File: config.mk
export PLATFORM = sky130hd
export DESIGN_NAME = first_fit_page_allocator_top_flat
export DESIGN_NICKNAME = d
export VERILOG_FILES = /design/src/rtl/ffpa_pkg.sv /design/src/rtl/ffpa_if.sv /design/src/rtl/ffpa_dp.sv /design/src/rtl/ffpa_ctrl.sv /design/src/rtl/first_fit_page_allocator_top.sv /design/src/flat_wrapper.sv
export SDC_FILE = /design/constraint.sdc
export NUM_CORES = 1
export LEC_CHECK = 0
export ABC_AREA = 1
export BUFFER_PORTS_ARGS = -buffer_cell sky130_fd_sc_hd__buf_2
export CAP_MARGIN = 0
export CELL_PAD_IN_SITES_DETAIL_PLACEMENT = 2
export CELL_PAD_IN_SITES_GLOBAL_PLACEMENT = 2
export CORE_UTILIZATION = 43
export DETAILED_ROUTE_END_ITERATION = 10
export GPL_TIMING_DRIVEN = 1
export HOLD_SLACK_MARGIN = 0.15
export PLACE_DENSITY = 0.86
export SETUP_SLACK_MARGIN = 0.1
export SYNTH_ARGS = -nofsm -noshare
export SYNTH_HDL_FRONTEND = slang
export SYNTH_HIERARCHICAL = 1
export SYNTH_SLANG_ARGS = --single-unit
File: constraint.sdc
create_clock -name clk -period 10.5 [get_ports clk]
set_input_delay 1.575 -clock clk [delete_from_list [all_inputs] [get_ports clk]]
set_output_delay 1.575 -clock clk [all_outputs]
set_load 0.05 [all_outputs]
File: src/rtl/ffpa_pkg.sv
`default_nettype none
package ffpa_pkg;

  localparam int PAGE_SLOTS = 64;
  localparam int PW = $clog2(PAGE_SLOTS);
  localparam int LW = $clog2(PAGE_SLOTS + 1);
  localparam int TW = 7;

  typedef enum logic [1:0] {
    KIND_INTERIOR = 2'd0,
    KIND_FREE     = 2'd1,
    KIND_ALLOC    = 2'd2
  } kind_t;

  typedef enum logic [1:0] {
    ST_OK      = 2'd0,
    ST_NO_FIT  = 2'd1,
    ST_BAD_FREE = 2'd2
  } status_t;

  typedef enum logic [0:0] {
    ACT_ALLOC = 1'b0,
    ACT_FREE  = 1'b1
  } action_t;

  typedef enum logic [1:0] {
    ADDR_PTR  = 2'd0,
    ADDR_S    = 2'd1,
    ADDR_TAIL = 2'd2
  } addr_sel_t;

  typedef enum logic [2:0] {
    WD_ALLOC = 3'd0,
    WD_SPLIT = 3'd1,
    WD_TAIL  = 3'd2,
    WD_ZERO  = 3'd3,
    WD_MERGE = 3'd4,
    WD_FREE  = 3'd5
  } wdata_sel_t;

  typedef enum logic [1:0] {
    PTR_HOLD = 2'd0,
    PTR_ZERO = 2'd1,
    PTR_ADV  = 2'd2,
    PTR_NXT  = 2'd3
  } ptr_op_t;

  typedef enum logic [1:0] {
    LENS_HOLD = 2'd0,
    LENS_LOAD = 2'd1,
    LENS_ADD  = 2'd2
  } lens_op_t;

  typedef enum logic [1:0] {
    IDX_HOLD = 2'd0,
    IDX_PTR  = 2'd1,
    IDX_TAIL = 2'd2
  } idx_op_t;

  typedef struct packed {
    logic       load;
    logic       rd_en;
    addr_sel_t  rd_sel;
    logic       wr_en;
    addr_sel_t  wr_sel;
    wdata_sel_t wd_sel;
    ptr_op_t    ptr_op;
    lens_op_t   lens_op;
    idx_op_t    idx_op;
    logic       emit;
    status_t    emit_st;
  } cmd_t;

  typedef struct packed {
    logic    is_free_act;
    logic    cnt0;
    logic    ptr_ge_pool;
    logic    s_ge_pool;
    logic    len0;
    logic    kind_free;
    logic    kind_alloc;
    logic    fits;
    logic    exact;
    logic    prev_hit;
    logic    ptr_ge_s;
    logic    out_busy;
  } sts_t;

endpackage
`default_nettype wire

File: src/rtl/ffpa_if.sv
`default_nettype none
interface ffpa_in_if;
  logic       valid;
  logic       ready;
  logic [0:0] action;
  logic [6:0] page_count;
  logic [5:0] start_page;
  modport source (output valid, action, page_count, start_page, input ready);
  modport sink (input valid, action, page_count, start_page, output ready);
endinterface

interface ffpa_out_if;
  logic       valid;
  logic       ready;
  logic [1:0] status;
  logic [5:0] page_index;
  modport source (output valid, status, page_index, input ready);
  modport sink (input valid, status, page_index, output ready);
endinterface

interface ffpa_cfg_if;
  logic       valid;
  logic       ready;
  logic [6:0] total_pages;
  modport source (output valid, total_pages, input ready);
  modport sink (input valid, total_pages, output ready);
endinterface
`default_nettype wire

File: src/rtl/ffpa_dp.sv
`default_nettype none
module ffpa_dp (
  input  wire logic                    clk,
  input  wire logic                    rst_n,
  input  wire ffpa_pkg::cmd_t          cmd,
  output      ffpa_pkg::sts_t          sts,
  input  wire logic                    cfg_we,
  input  wire logic [ffpa_pkg::TW-1:0] cfg_val,
  input  wire logic [0:0]              in_action,
  input  wire logic [6:0]              in_count,
  input  wire logic [5:0]              in_start,
  output      logic                    out_valid,
  input  wire logic                    out_ready,
  output      logic [1:0]              out_status,
  output      logic [5:0]              out_index
);

  localparam int PW = ffpa_pkg::PW;
  localparam int LW = ffpa_pkg::LW;
  localparam int EW = LW + 2;
  localparam int NP = ffpa_pkg::PAGE_SLOTS;

  logic [EW-1:0] mem [NP];
  logic [NP-1:0] vld_r;
  logic [EW-1:0] rd_q_r;
  logic          rd_vld_r;
  logic          rd_a0_r;

  logic [LW-1:0] pool_r;
  logic [LW-1:0] ptr_r, ptr_nxt;
  logic [LW-1:0] cnt_r;
  logic [PW-1:0] s_r;
  logic [LW-1:0] lens_r;
  logic [PW-1:0] idx_r;
  logic          act_r;
  logic          out_valid_r;
  logic [1:0]    out_st_r;
  logic [PW-1:0] out_idx_r;

  logic [LW-1:0] rd_len;
  logic [1:0]    rd_kind;
  logic [LW-1:0] tail;
  logic [LW-1:0] s_ext;
  logic [PW-1:0] rd_addr, wr_addr;
  logic [EW-1:0] wr_data;
  logic [LW-1:0] cfg_clamp;

  assign s_ext = {1'b0, s_r};

  always_comb begin
    if (rd_vld_r) begin
      rd_len  = rd_q_r[EW-1:2];
      rd_kind = rd_q_r[1:0];
    end else if (rd_a0_r) begin
      rd_len  = pool_r;
      rd_kind = ffpa_pkg::KIND_FREE;
    end else begin
      rd_len  = '0;
      rd_kind = ffpa_pkg::KIND_INTERIOR;
    end
  end

  assign tail = ptr_r + (rd_len - cnt_r);

  always_comb begin
    if (cfg_val == '0) begin
      cfg_clamp = LW'(1);
    end else if ({1'b0, cfg_val} > (ffpa_pkg::TW + 1)'(NP)) begin
      cfg_clamp = LW'(NP);
    end else begin
      cfg_clamp = cfg_val[LW-1:0];
    end
  end

  always_comb begin
    case (cmd.rd_sel)
      ffpa_pkg::ADDR_S: rd_addr = s_r;
      default:          rd_addr = ptr_r[PW-1:0];
    endcase
    case (cmd.wr_sel)
      ffpa_pkg::ADDR_S:    wr_addr = s_r;
      ffpa_pkg::ADDR_TAIL: wr_addr = tail[PW-1:0];
      default:             wr_addr = ptr_r[PW-1:0];
    endcase
    case (cmd.wd_sel)
      ffpa_pkg::WD_ALLOC: wr_data = {rd_len, ffpa_pkg::KIND_ALLOC};
      ffpa_pkg::WD_SPLIT: wr_data = {rd_len - cnt_r, ffpa_pkg::KIND_FREE};
      ffpa_pkg::WD_TAIL:  wr_data = {cnt_r, ffpa_pkg::KIND_ALLOC};
      ffpa_pkg::WD_MERGE: wr_data = {rd_len + lens_r, ffpa_pkg::KIND_FREE};
      ffpa_pkg::WD_FREE:  wr_data = {lens_r, ffpa_pkg::KIND_FREE};
      default:            wr_data = {{LW{1'b0}}, ffpa_pkg::KIND_INTERIOR};
    endcase
    case (cmd.ptr_op)
      ffpa_pkg::PTR_ZERO: ptr_nxt = '0;
      ffpa_pkg::PTR_ADV:  ptr_nxt = ptr_r + rd_len;
      ffpa_pkg::PTR_NXT:  ptr_nxt = s_ext + rd_len;
      default:            ptr_nxt = ptr_r;
    endcase
  end

  always_ff @(posedge clk) begin
    if (cmd.wr_en) begin
      mem[wr_addr] <= wr_data;
    end
    if (cmd.rd_en) begin
      rd_q_r <= mem[rd_addr];
    end
  end

  always_ff @(posedge clk) begin
    if (!rst_n) begin
      vld_r       <= '0;
      pool_r      <= LW'(NP);
      rd_vld_r    <= 1'b0;
      rd_a0_r     <= 1'b0;
      out_valid_r <= 1'b0;
    end else begin
      if (cfg_we) begin
        vld_r  <= '0;
        pool_r <= cfg_clamp;
      end else if (cmd.wr_en) begin
        vld_r[wr_addr] <= 1'b1;
      end
      if (cmd.rd_en) begin
        rd_vld_r <= vld_r[rd_addr];
        rd_a0_r  <= (rd_addr == '0);
      end
      if (cmd.emit) begin
        out_valid_r <= 1'b1;
      end else if (out_ready) begin
        out_valid_r <= 1'b0;
      end
    end
  end

  always_ff @(posedge clk) begin
    ptr_r <= ptr_nxt;
    if (cmd.load) begin
      act_r <= in_action[0];
      cnt_r <= in_count[LW-1:0];
      s_r   <= in_start;
      idx_r <= '0;
    end else begin
      case (cmd.idx_op)
        ffpa_pkg::IDX_PTR:  idx_r <= ptr_r[PW-1:0];
        ffpa_pkg::IDX_TAIL: idx_r <= tail[PW-1:0];
        default:            idx_r <= idx_r;
      endcase
    end
    case (cmd.lens_op)
      ffpa_pkg::LENS_LOAD: lens_r <= rd_len;
      ffpa_pkg::LENS_ADD:  lens_r <= lens_r + rd_len;
      default:             lens_r <= lens_r;
    endcase
    if (cmd.emit) begin
      out_st_r  <= cmd.emit_st;
      out_idx_r <= (cmd.emit_st == ffpa_pkg::ST_OK) ? idx_r : '0;
    end
  end

  assign sts.is_free_act = act_r;
  assign sts.cnt0        = (cnt_r == '0);
  assign sts.ptr_ge_pool = (ptr_r >= pool_r);
  assign sts.s_ge_pool   = (s_ext >= pool_r);
  assign sts.len0        = (rd_len == '0);
  assign sts.kind_free   = (rd_kind == ffpa_pkg::KIND_FREE);
  assign sts.kind_alloc  = (rd_kind == ffpa_pkg::KIND_ALLOC);
  assign sts.fits        = (rd_len >= cnt_r);
  assign sts.exact       = (rd_len == cnt_r);
  assign sts.prev_hit    = ((ptr_r + rd_len) == s_ext);
  assign sts.ptr_ge_s    = (ptr_r >= s_ext);
  assign sts.out_busy    = out_valid_r && !out_ready;

  assign out_valid  = out_valid_r;
  assign out_status = out_st_r;
  assign out_index  = out_idx_r;

endmodule
`default_nettype wire

File: src/rtl/ffpa_ctrl.sv
`default_nettype none
module ffpa_ctrl (
  input  wire logic           clk,
  input  wire logic           rst_n,
  input  wire logic           in_fire,
  input  wire logic [0:0]     in_action,
  input  wire logic [6:0]     in_count,
  input  wire ffpa_pkg::sts_t sts,
  output      ffpa_pkg::cmd_t cmd,
  output      logic           in_ready
);

  typedef enum logic [12:0] {
    S_IDLE  = 13'b0000000000001,
    S_A_RD  = 13'b0000000000010,
    S_A_EV  = 13'b0000000000100,
    S_A_TL  = 13'b0000000001000,
    S_F_CHK = 13'b0000000010000,
    S_F_EV  = 13'b0000000100000,
    S_F_NRD = 13'b0000001000000,
    S_F_NEV = 13'b0000010000000,
    S_F_SRD = 13'b0000100000000,
    S_F_SEV = 13'b0001000000000,
    S_F_WS  = 13'b0010000000000,
    S_F_WSI = 13'b0100000000000,
    S_DONE  = 13'b1000000000000
  } state_t;

  state_t            state_r, state_nxt;
  ffpa_pkg::status_t st_r, st_nxt;

  always_comb begin
    state_nxt   = state_r;
    st_nxt      = st_r;
    cmd         = '0;
    cmd.rd_sel  = ffpa_pkg::ADDR_PTR;
    cmd.wr_sel  = ffpa_pkg::ADDR_PTR;
    cmd.wd_sel  = ffpa_pkg::WD_ZERO;
    cmd.ptr_op  = ffpa_pkg::PTR_HOLD;
    cmd.lens_op = ffpa_pkg::LENS_HOLD;
    cmd.idx_op  = ffpa_pkg::IDX_HOLD;
    cmd.emit_st = st_r;
    case (state_r)
      S_IDLE: begin
        if (in_fire) begin
          cmd.load   = 1'b1;
          cmd.ptr_op = ffpa_pkg::PTR_ZERO;
          if (in_action == ffpa_pkg::ACT_FREE) begin
            state_nxt = S_F_CHK;
          end else if (in_count == '0) begin
            st_nxt    = ffpa_pkg::ST_NO_FIT;
            state_nxt = S_DONE;
          end else begin
            state_nxt = S_A_RD;
          end
        end
      end
      S_A_RD: begin
        if (sts.ptr_ge_pool) begin
          st_nxt    = ffpa_pkg::ST_NO_FIT;
          state_nxt = S_DONE;
        end else begin
          cmd.rd_en = 1'b1;
          state_nxt = S_A_EV;
        end
      end
      S_A_EV: begin
        if (sts.len0) begin
          st_nxt    = ffpa_pkg::ST_NO_FIT;
          state_nxt = S_DONE;
        end else if (sts.kind_free && sts.fits) begin
          cmd.wr_en = 1'b1;
          if (sts.exact) begin
            cmd.wd_sel = ffpa_pkg::WD_ALLOC;
            cmd.idx_op = ffpa_pkg::IDX_PTR;
            st_nxt     = ffpa_pkg::ST_OK;
            state_nxt  = S_DONE;
          end else begin
            cmd.wd_sel = ffpa_pkg::WD_SPLIT;
            state_nxt  = S_A_TL;
          end
        end else begin
          cmd.ptr_op = ffpa_pkg::PTR_ADV;
          state_nxt  = S_A_RD;
        end
      end
      S_A_TL: begin
        cmd.wr_en  = 1'b1;
        cmd.wr_sel = ffpa_pkg::ADDR_TAIL;
        cmd.wd_sel = ffpa_pkg::WD_TAIL;
        cmd.idx_op = ffpa_pkg::IDX_TAIL;
        st_nxt     = ffpa_pkg::ST_OK;
        state_nxt  = S_DONE;
      end
      S_F_CHK: begin
        if (sts.s_ge_pool) begin
          st_nxt    = ffpa_pkg::ST_BAD_FREE;
          state_nxt = S_DONE;
        end else begin
          cmd.rd_en  = 1'b1;
          cmd.rd_sel = ffpa_pkg::ADDR_S;
          state_nxt  = S_F_EV;
        end
      end
      S_F_EV: begin
        if (!sts.kind_alloc) begin
          st_nxt    = ffpa_pkg::ST_BAD_FREE;
          state_nxt = S_DONE;
        end else begin
          cmd.lens_op = ffpa_pkg::LENS_LOAD;
          cmd.ptr_op  = ffpa_pkg::PTR_NXT;
          state_nxt   = S_F_NRD;
        end
      end
      S_F_NRD: begin
        if (sts.ptr_ge_pool) begin
          cmd.ptr_op = ffpa_pkg::PTR_ZERO;
          state_nxt  = S_F_SRD;
        end else begin
          cmd.rd_en = 1'b1;
          state_nxt = S_F_NEV;
        end
      end
      S_F_NEV: begin
        if (sts.kind_free) begin
          cmd.lens_op = ffpa_pkg::LENS_ADD;
          cmd.wr_en   = 1'b1;
          cmd.wd_sel  = ffpa_pkg::WD_ZERO;
        end
        cmd.ptr_op = ffpa_pkg::PTR_ZERO;
        state_nxt  = S_F_SRD;
      end
      S_F_SRD: begin
        if (sts.ptr_ge_s) begin
          state_nxt = S_F_WS;
        end else begin
          cmd.rd_en = 1'b1;
          state_nxt = S_F_SEV;
        end
      end
      S_F_SEV: begin
        if (sts.len0) begin
          state_nxt = S_F_WS;
        end else if (sts.prev_hit) begin
          if (sts.kind_free) begin
            cmd.wr_en  = 1'b1;
            cmd.wd_sel = ffpa_pkg::WD_MERGE;
            state_nxt  = S_F_WSI;
          end else begin
            state_nxt = S_F_WS;
          end
        end else begin
          cmd.ptr_op = ffpa_pkg::PTR_ADV;
          state_nxt  = S_F_SRD;
        end
      end
      S_F_WS: begin
        cmd.wr_en  = 1'b1;
        cmd.wr_sel = ffpa_pkg::ADDR_S;
        cmd.wd_sel = ffpa_pkg::WD_FREE;
        st_nxt     = ffpa_pkg::ST_OK;
        state_nxt  = S_DONE;
      end
      S_F_WSI: begin
        cmd.wr_en  = 1'b1;
        cmd.wr_sel = ffpa_pkg::ADDR_S;
        cmd.wd_sel = ffpa_pkg::WD_ZERO;
        st_nxt     = ffpa_pkg::ST_OK;
        state_nxt  = S_DONE;
      end
      S_DONE: begin
        if (!sts.out_busy) begin
          cmd.emit  = 1'b1;
          state_nxt = S_IDLE;
        end
      end
      default: begin
        state_nxt = S_IDLE;
      end
    endcase
  end

  always_ff @(posedge clk) begin
    if (!rst_n) begin
      state_r <= S_IDLE;
      st_r    <= ffpa_pkg::ST_OK;
    end else begin
      state_r <= state_nxt;
      st_r    <= st_nxt;
    end
  end

  assign in_ready = (state_r == S_IDLE);

endmodule
`default_nettype wire

File: src/rtl/first_fit_page_allocator_top.sv
`default_nettype none
// channel  dir  beat payload
// in_ch    in   action, page_count, start_page
// out_ch   out  status, page_index
// cfg_ch   in   total_pages (any write rebuilds the pool as one free run)
//
// Each beat is one walk of the run table in a single-port 64-entry memory;
// every run visited takes an address state and a registered read-data state;
// an allocate walks runs from page 0, a free walks the runs before its start page.
// Reset and config writes clear all the per-page valid bits together.
// A finished result sits in the output register; the walk stalls only in its
// last state while the previous result is still not taken.
module first_fit_page_allocator_top (
  input wire logic   clk,
  input wire logic   rst_n,
  ffpa_in_if.sink    in_ch,
  ffpa_out_if.source out_ch,
  ffpa_cfg_if.sink   cfg_ch
);

  ffpa_pkg::cmd_t cmd;
  ffpa_pkg::sts_t sts;
  logic           in_fire;

  assign in_fire      = in_ch.valid && in_ch.ready;
  assign cfg_ch.ready = 1'b1;

  ffpa_ctrl u_ctrl (
    .clk       (clk),
    .rst_n     (rst_n),
    .in_fire   (in_fire),
    .in_action (in_ch.action),
    .in_count  (in_ch.page_count),
    .sts       (sts),
    .cmd       (cmd),
    .in_ready  (in_ch.ready)
  );

  ffpa_dp u_dp (
    .clk        (clk),
    .rst_n      (rst_n),
    .cmd        (cmd),
    .sts        (sts),
    .cfg_we     (cfg_ch.valid),
    .cfg_val    (cfg_ch.total_pages),
    .in_action  (in_ch.action),
    .in_count   (in_ch.page_count),
    .in_start   (in_ch.start_page),
    .out_valid  (out_ch.valid),
    .out_ready  (out_ch.ready),
    .out_status (out_ch.status),
    .out_index  (out_ch.page_index)
  );

endmodule
`default_nettype wire

File: src/flat_wrapper.sv
// flat-port wrapper written by rule: the top's interface ports become plain ports
module first_fit_page_allocator_top_flat 
  (clk, rst_n, in_ch_valid, in_ch_action, in_ch_page_count, in_ch_start_page, in_ch_ready, out_ch_valid, out_ch_status, out_ch_page_index, out_ch_ready, cfg_ch_valid, cfg_ch_total_pages, cfg_ch_ready);
  ffpa_in_if in_ch_i ();
  ffpa_out_if out_ch_i ();
  ffpa_cfg_if cfg_ch_i ();
  input wire logic clk;
  input wire logic rst_n;
  input wire logic [$bits(in_ch_i.valid)-1:0] in_ch_valid;
  input wire logic [$bits(in_ch_i.action)-1:0] in_ch_action;
  input wire logic [$bits(in_ch_i.page_count)-1:0] in_ch_page_count;
  input wire logic [$bits(in_ch_i.start_page)-1:0] in_ch_start_page;
  output wire logic [$bits(in_ch_i.ready)-1:0] in_ch_ready;
  output wire logic [$bits(out_ch_i.valid)-1:0] out_ch_valid;
  output wire logic [$bits(out_ch_i.status)-1:0] out_ch_status;
  output wire logic [$bits(out_ch_i.page_index)-1:0] out_ch_page_index;
  input wire logic [$bits(out_ch_i.ready)-1:0] out_ch_ready;
  input wire logic [$bits(cfg_ch_i.valid)-1:0] cfg_ch_valid;
  input wire logic [$bits(cfg_ch_i.total_pages)-1:0] cfg_ch_total_pages;
  output wire logic [$bits(cfg_ch_i.ready)-1:0] cfg_ch_ready;
  assign in_ch_i.valid = in_ch_valid;
  assign in_ch_i.action = in_ch_action;
  assign in_ch_i.page_count = in_ch_page_count;
  assign in_ch_i.start_page = in_ch_start_page;
  assign in_ch_ready = in_ch_i.ready;
  assign out_ch_valid = out_ch_i.valid;
  assign out_ch_status = out_ch_i.status;
  assign out_ch_page_index = out_ch_i.page_index;
  assign out_ch_i.ready = out_ch_ready;
  assign cfg_ch_i.valid = cfg_ch_valid;
  assign cfg_ch_i.total_pages = cfg_ch_total_pages;
  assign cfg_ch_ready = cfg_ch_i.ready;
  first_fit_page_allocator_top u_core (.clk(clk), .rst_n(rst_n), .in_ch(in_ch_i), .out_ch(out_ch_i), .cfg_ch(cfg_ch_i));
endmodule
# Word-level counts from Yosys, hierarchy flattened
# Memories as Yosys holds them, arrays and structs flattened. A register that Yosys moved wholly into a read port is not among the register bits.
# Cells that the tools add are included.
# Widths: inputs -> output; s select.
[totals] regBits=130 latchBits=0 mem_bits_rw=576 romBits=0 in_bits=26 output_inout_bits=11 word_cells=173 memories=1
[classes] addsub=5 multipliers=0 div=0 order_cmp=8 eq_ne=40 shift=0 mux=81 bitwise=2 n_reduce_logical=22
[memory_table] name="u_core.u_dp.mem" depth=64 width=9 rd=1 rd_clocked_by_memory_dff=1 wr=1 line_no="ffpa_dp.sv:23" text="logic [EW-1:0] mem [NP];"
[ops] cell="$mux 13" n=11
[ops] cell="$pmux 13 s11" n=1
[ops] cell="$or 64x64->64" n=1
[ops] cell="$pmux 9 s5" n=1
[ops] cell="$mux 2" n=14
[ops] cell="$mux 7" n=4
[ops] cell="$mux 1" n=24
[ops] cell="$mux 12" n=2
[ops] cell="$pmux 2 s6" n=2
[ops] cell="$pmux 6 s2" n=2
[ops] cell="$logic_not 7->1" n=3
[ops] cell="$pmux 7 s3" n=1
[ops] cell="$add 7x7->7" n=2
[ops] cell="$ge 7x7->1" n=2
[ops] cell="$lt 6x7->1 const B" n=2
[ops] cell="$pmux 7 s2" n=1
[ops] cell="$eq 13x1->1 const B" n=1
[ops] cell="$eq 13x10->1 const B" n=1
[ops] cell="$eq 13x11->1 const B" n=1
[ops] cell="$eq 13x12->1 const B" n=1
[ops] cell="$eq 13x13->1 const B" n=1
[ops] cell="$eq 13x2->1 const B" n=1
[ops] cell="$eq 13x3->1 const B" n=1
[ops] cell="$eq 13x4->1 const B" n=1
[ops] cell="48 further kinds" n=77

# Longest topological paths before layout
# Gate-level depths: netlist of run 1.
[logic_depth] word_depth=10 mapped_depth=29 depth_no_buf=27

# Hierarchy
# The synthesis of run 1 kept the hierarchy.
[by_module_without_submodules] module="ffpa_dp" n_inst=1 cells_per_inst=2575 area_per_inst_um2=30063.8 seq_area_each_um2=20249.4
[by_module_without_submodules] module="ffpa_ctrl" n_inst=1 cells_per_inst=197 area_per_inst_um2=1172.4 seq_area_each_um2=300.3
[by_module_without_submodules] module="first_fit_page_allocator_top" n_inst=1 cells_per_inst=4 area_per_inst_um2=18.8 seq_area_each_um2=0.0

# Worst setup path after synthesis of run 1
# No wires, ideal clock.
[synth_path] path_kind="reg-to-reg" start="reg u_core.u_dp.rd_vld_r" end="mem u_core/u_dp/mem[0][3] in the netlist's numbering, data pin" setup_time_ps=567 t_arrival_ps=6814 required_ps=9933 path_slack_ps=3119 path_stages_with_launch=23 path_buffers=1 period_less_slack_ps=7381 path_cell_list="dfxtp_1 clkbuf_1 nand2_1 o21a_1 inv_1 ha_1 inv_1 fa_1 o21ai_0 a21o_1 a21oi_1 xnor2_1 o2111ai_1 a21oi_1 inv_1 nor3_1 or2_2 o2111ai_1 nor2_1 inv_1 nor2_1 inv_1 o221ai_1"
[synth_lines] item="start, declared" line_no="ffpa_dp.sv:26" text="logic rd_vld_r;"
[synth_lines] item="start signal, assigned" line_no="ffpa_dp.sv:125" text="rd_vld_r <= vld_r[rd_addr];"
[synth_lines] item="end, declared" line_no="ffpa_dp.sv:23"

==> results.toml, run 1 <==
[run_status]
status = "finished clean"

[cts]
clock-sinks = 715
cts_buffers = 79
cts_tree = "done"
htree_levels = 3
holdBufCountCts = 0
clockRootBuffer = "clkbuf_16"
clkSlewWorstSetupHoldPaths_ns = 0.06
cts_setup_buffers = 0
postCtsResizedCells = 0
cts_buffer_depth = 3
insertion_delay_ns = 0.65

[final_layout]
antenna_cells = 0
area_growth_pct = 12.1
final_common_cell = "edfxtp_1"
fin_nets = 2845
drive_above_1_share_pct = 10.2
layout_common_cells = "edfxtp_1, nor2_1, o21ai_0"
postLayoutCoreUtil_pct = 48.9

[route]
wirelength_mm = 112
wl_per_cell_um = 29.7
drtAntennaViolNets = 0
drt-initial-drc-count = 2214
dr.pass1.iters = 8
drc = 0
viasPerCell = 6.14
vias = 23173

[die]
fp.dieH_um = 271
core-area_um2 = 71600
num_io_pins = 37
die-area_um2 = 73600
num_rows = 98
start_util_pct = 43.6
fp.dieW_um = 271

[sta]
worst_clock_skew_ns = 0.0277
fin_crit_ns = 6.57
setup-violations-final = 0
timing.final.crit_share_pct = 62.6
slew_headroom_pct = 12.0
fin_setup_tns_ns = 0
fmax_ghz = 0.152
worst_slew_pin_slew_ns = 1.32
hold_violations = 0
slew_violations = 0
rsz0062_at_grt = "false"

[worst_setup_path]
cp_data_arrival_time_ns = 7.07
slowest_stage = "buf_4"
cp_max_fo = 102
worstPathRequired_ns = 10.99
cp-end-kind = "register"
cpMostUsedCell = "nand2_1"
path_cells = "inv_2, ha_1, inv_1, a21boi_0, o21a_1, o21a_1, o21ai_0, nand2_1, a21oi_1, nor2_1, inv_1, nand3_1, inv_1, nand2_1, nand2_1, nand2_4, buf_4, o21ai_0, o22ai_1, o211ai_1, nand3_1, nand3_1, nand2_1"
cp-start-kind = "register"
max_stage_delay_ns = 0.99
path_class = "reg -> reg"

[synthesis]
ys_warn_count = 6
netlist_area_um2 = 31200
synth.avg_cell_area_um2 = 11.3
synth_nets = 2856
syn_inst = 2772

[power]
ir_drop_mv = 0.166
leakagePower_nw = 12.7
power_density_nw_per_um2 = 253

[placed_design]
gp_congestion = 0.915
dp_hpwl_mm = 68.8
portBuffers = 35

[worst_hold_path]
hold_class = "reg -> reg"

[global_routing]
first_global_vias = 25706
antenna_found_initial = 0
grt.total_usage_pct = 30.5
grt-ovfl-total = 0
grt_pass1_wl_mm = 168
grt_max_degree = 213

[run]
maxCapViolations = 0
[cell type report]
| type | instances | area, um2 |
|---|---|---|
| Clock inverter | 40 | 531 |
| Inverter | 219 | 827 |
| Tap cell | 950 | 1190 |
| Timing Repair Buffer | 66 | 420 |
| Fill cell | 7097 | 36600 |
| Multi-Input combinational cell | 1680 | 9310 |
| Clock buffer | 107 | 2180 |
| Sequential cell | 715 | 20500 |
[path summary, 6_finish.rpt]
kind | from | endpoint | slack (ns) | cells past startpoint
setup / recovery | u_core/u_dp/s_r[0] | u_core/u_dp/rd_q_r[6] | 3.93 | 23
hold / removal | u_core/u_dp/vld_r[36] | u_core/u_dp/vld_r[36] | 0.47 | 2
setup reg to reg | u_core/u_dp/s_r[0] | u_core/u_dp/rd_q_r[6] | 3.93 | 23
hold reg to reg | u_core/u_dp/vld_r[36] | u_core/u_dp/vld_r[36] | 0.47 | 2
[metal layers]
layer	vias up	part of all wire, %	global-route usage (%)
met2	772	52	54.9
met3	266	5.0	4.22
met4	0	4.2	12.9
met5	-	0	0
li1	9988	-	-
met1	12147	39	36.4
[sequential cells by signal, summed over array words and instances (netlist names)]
name and flops:
u_core/u_dp/vld_r 64, u_core/u_dp/rd_a0_r 1, u_core/u_dp/s_r 6, u_core/u_dp/cnt_r 7
u_core/u_dp/ptr_r 7, u_core/u_dp/out_index 6, u_core/u_dp/rd_q_r 9, u_core/u_ctrl/st_r 2
u_core/u_dp/out_status 2, u_core/u_dp/idx_r 6, u_core/u_dp/lens_r 7, u_core/u_dp/pool_r 7
u_core/u_dp/mem 576, u_core/u_dp/rd_vld_r 1, u_core/u_dp/out_valid 1, u_core/u_ctrl/state_r 13
[power breakdown]
group | internal [mW] | switching, mW | total [mW]
logic | 0.691 | 2.00 | 2.69
registers | 3.12 | 0.0838 | 3.20
clock network | 1.74 | 1.21 | 2.95
total | 5.55 | 3.29 | 8.84
[worst max-delay path: cells and delay by family, from the launching register on]
kind | cells | cell delay (ns)
compound gates | 8 | 1.30
fa+ha+maj | 1 | 0.29
buf+inv | 5 | 1.29
flops | 1 | 0.62
simple gates | 9 | 2.66
[per-stage QoR]
step | hold slack (ns) | cells | instance area, um2 | power [mW] | setup WS, ns
2_1_floorplan | 0.423 | 2772 | 31200 | 4.88 | 3.12
3_3_place_gp | 0.434 | 3630 | 32300 | 5.65 | 4.58
3_5_place_dp | 0.459 | 3630 | 32300 | 5.85 | 4.20
4_1_cts | 0.468 | 3777 | 35000 | 8.85 | 4.00
5_1_grt | 0.494 | 3777 | 35000 | 9.15 | 3.53
6_report | 0.469 | 3777 | 35000 | 8.84 | 3.93
(Power assumes the default switching activity.)
==> inputs of run 2 (changes only) <==
ABC_AREA = 0   (was 1)
PLACE_DENSITY = 0.83   (was 0.86)
clock period = 5.34 ns   (was 10.5 ns; I/O delays follow)
==> results.toml, run 2 <==
[run_status]
status = "finished, violations left"
violations = "max-capacitance violations, max-slew violations, negative setup slack"

[final_layout]
layout_common_cells = "edfxtp_1, buf_4, mux4_2"
drive_above_1_share_pct = 27.9
multiInputGateArea_um2 = 9880
fin_nets = 2237
seq_area_um2 = 20500
nFillCells = 6245
regMostFlops = "u_core/u_dp/mem"
largest_registers = "u_core/u_dp/mem (576), u_core/u_dp/vld_r (64), u_core/u_ctrl/state_r (13)"
largest_reg_flops = 576
final_common_cell = "edfxtp_1"
layoutNonFillerInstCount = 3159
area_growth_pct = 19.7

[sta]
timing.final.crit_share_pct = 102
fmax_ghz = 0.184
setup-violations-final = 144
worst_clock_skew_ns = 0.0501
worst_slew_pin_slew_ns = 1.51
worst_hold_slack_ns = 0.344
hold_violations = 0
rsz0062_at_grt = "true"
fin_ws_ns = -0.0990
slew_violations = 23
slew_headroom_pct = -0.464
fin_crit_ns = 5.44

[global_routing]
antenna_found_initial = 9
grt-ovfl-total = 0
grt.total_usage_pct = 32.7
grt_max_degree = 65
first_global_vias = 21868
grt_pass1_wl_mm = 169

[route]
drt-initial-drc-count = 2737
dr.pass1.iters = 5
drc = 0
drtAntennaViolNets = 0
viasPerCell = 6.74
wirelength_mm = 129
wl_per_cell_um = 40.7
vias = 21300

[worst_hold_path]
hold_class = "in -> reg"
hold_end = "u_core/u_dp/s_r[2]"
hp-start = "in_ch_start_page[2]"
worstHoldPathCells = 1

[placed_design]
portBuffers = 35
dp_hpwl_mm = 73.5
gp_congestion = 0.860
dpl.cell_count = 2971

[worst_setup_path]
cp-end-kind = "register"
ff2ff_path_depth = 17
worstPathRequired_ns = 5.68
ff2ff_setup_slack_ns = -0.1
path_class = "reg -> reg"
cp-start-kind = "register"
worst_r2r_endpoint = "u_core/u_dp/mem[0][8]"
cp_max_fo = 16
r2r-start = "u_core/u_dp/rd_q_r[3]"
cp_data_arrival_time_ns = 5.78

[die]
start_util_pct = 43.7
num_rows = 97
num_io_pins = 37
core-area_um2 = 70300
fp.dieH_um = 269
die-area_um2 = 72400
fp.dieW_um = 269

[cts]
clockRootBuffer = "clkbuf_16"
clkSlewWorstSetupHoldPaths_ns = 0.07
cts_tree = "done"
insertion_delay_ns = 0.67
cts_buffers = 78
cts_buffer_depth = 3
clock-sinks = 715
htree_levels = 3

[synthesis]
synth_nets = 2014
synth.avg_cell_area_um2 = 15.9
syn_inst = 1930
ys_warn_count = 6
netlist_area_um2 = 30700

[power]
ir_drop_mv = 0.273
power_density_nw_per_um2 = 443
leakagePower_nw = 13.9

[run]
maxCapViolations = 1
## run 2: timing repair
| action | 4_1_cts | 5_1_grt |
|---|---|---|
| cloned | 1 | 12 |
| hold endpoints to repair | 0 | 0 |
| hold buffers | 0 | 0 |
| gates resized for setup | 7 | 77 |
| buffers inserted | 4 | 26 |
| pin swaps | 0 | 7 |
| endpoints found under the setup margin | 327 | 995 |
## run 2: stage by stage
| stage | utilization [%] | setup WS [ns] | setup TNS [ns] | cell area (um2) | power [mW] |
|---|---|---|---|---|---|
| 3_3_place_gp | 47.3 | 0.228 | 0 | 33200 | 9.69 |
| 5_1_grt | 52.3 | -0.155 | -21.42 | 36700 | 16.6 |
| 6_report | 52.3 | -0.0990 | -5.99 | 36700 | 16.3 |
| 4_1_cts | 51.2 | 0.0725 | 0 | 36000 | 15.7 |
| 3_5_place_dp | 47.3 | -0.159 | -0.250 | 33200 | 9.91 |
| 2_1_floorplan | - | 0.152 | 0 | 30800 | 8.53 |
## run 2: worst max-delay path, cell delays in order (launching register included)
cell and delay [ns]:
edfxtp_1 0.49, a22o_1 0.33, buf_4 0.20, ha_1 0.32, nor2b_1 0.33, nor2_1 0.14
inv_1 0.10, a21oi_1 0.11, xnor2_1 0.35, ha_1 0.35, o21ai_1 0.20, o21a_1 0.25
nor3_1 0.11, o22ai_1 0.24, and3_2 0.55, nand2_1 0.46, nor2_1 0.30, buf_4 0.25
## run 2: worst max-delay path by stage
stage                               start                      to  slack, ns  cells after the start
finish              u_core/u_dp/rd_q_r[3]   u_core/u_dp/mem[0][8]       -0.1                     17
global route         u_core/u_dp/rd_vld_r  u_core/u_dp/mem[34][5]      -0.16                     23
CTS                  u_core/u_dp/rd_vld_r   u_core/u_dp/mem[0][7]       0.07                     14
detailed placement     u_core/u_dp/s_r[0]   u_core/u_dp/rd_q_r[5]      -0.16                     20
global placement       u_core/u_dp/s_r[0]   u_core/u_dp/rd_q_r[2]       0.23                     20
floorplan             u_core/u_dp/rd_a0_r   u_core/u_dp/mem[0][8]       0.15                     20
## run 2: power by group
| part | switching, mW | internal (mW) | total [mW] |
|---|---|---|---|
| Clock | 2.63 | 3.23 | 5.86 |
| Combinational | 2.71 | 1.51 | 4.21 |
| Sequential | 0.0872 | 6.10 | 6.19 |
## run 2: area by class of cell
class | count | share of cell area, %
Clock inverter | 50 | 1.59
Sequential cell | 715 | 55.9
Multi-Input combinational cell | 1052 | 26.9
Antenna cell | 2 | 0.0136
Clock buffer | 94 | 5.61
Inverter | 60 | 0.613
Tap cell | 940 | 3.20
Timing Repair Buffer | 246 | 6.16
## run 2: routing by layer
layer / global-route usage, % / share of wire, % / up-vias
li1: - / - / 8126
met1: 41.6 / 37 / 11181
met2: 53.7 / 48 / 1538
met3: 5.97 / 8.6 / 445
met4: 16.9 / 6.6 / 10
met5: 0 / 0.047 / -
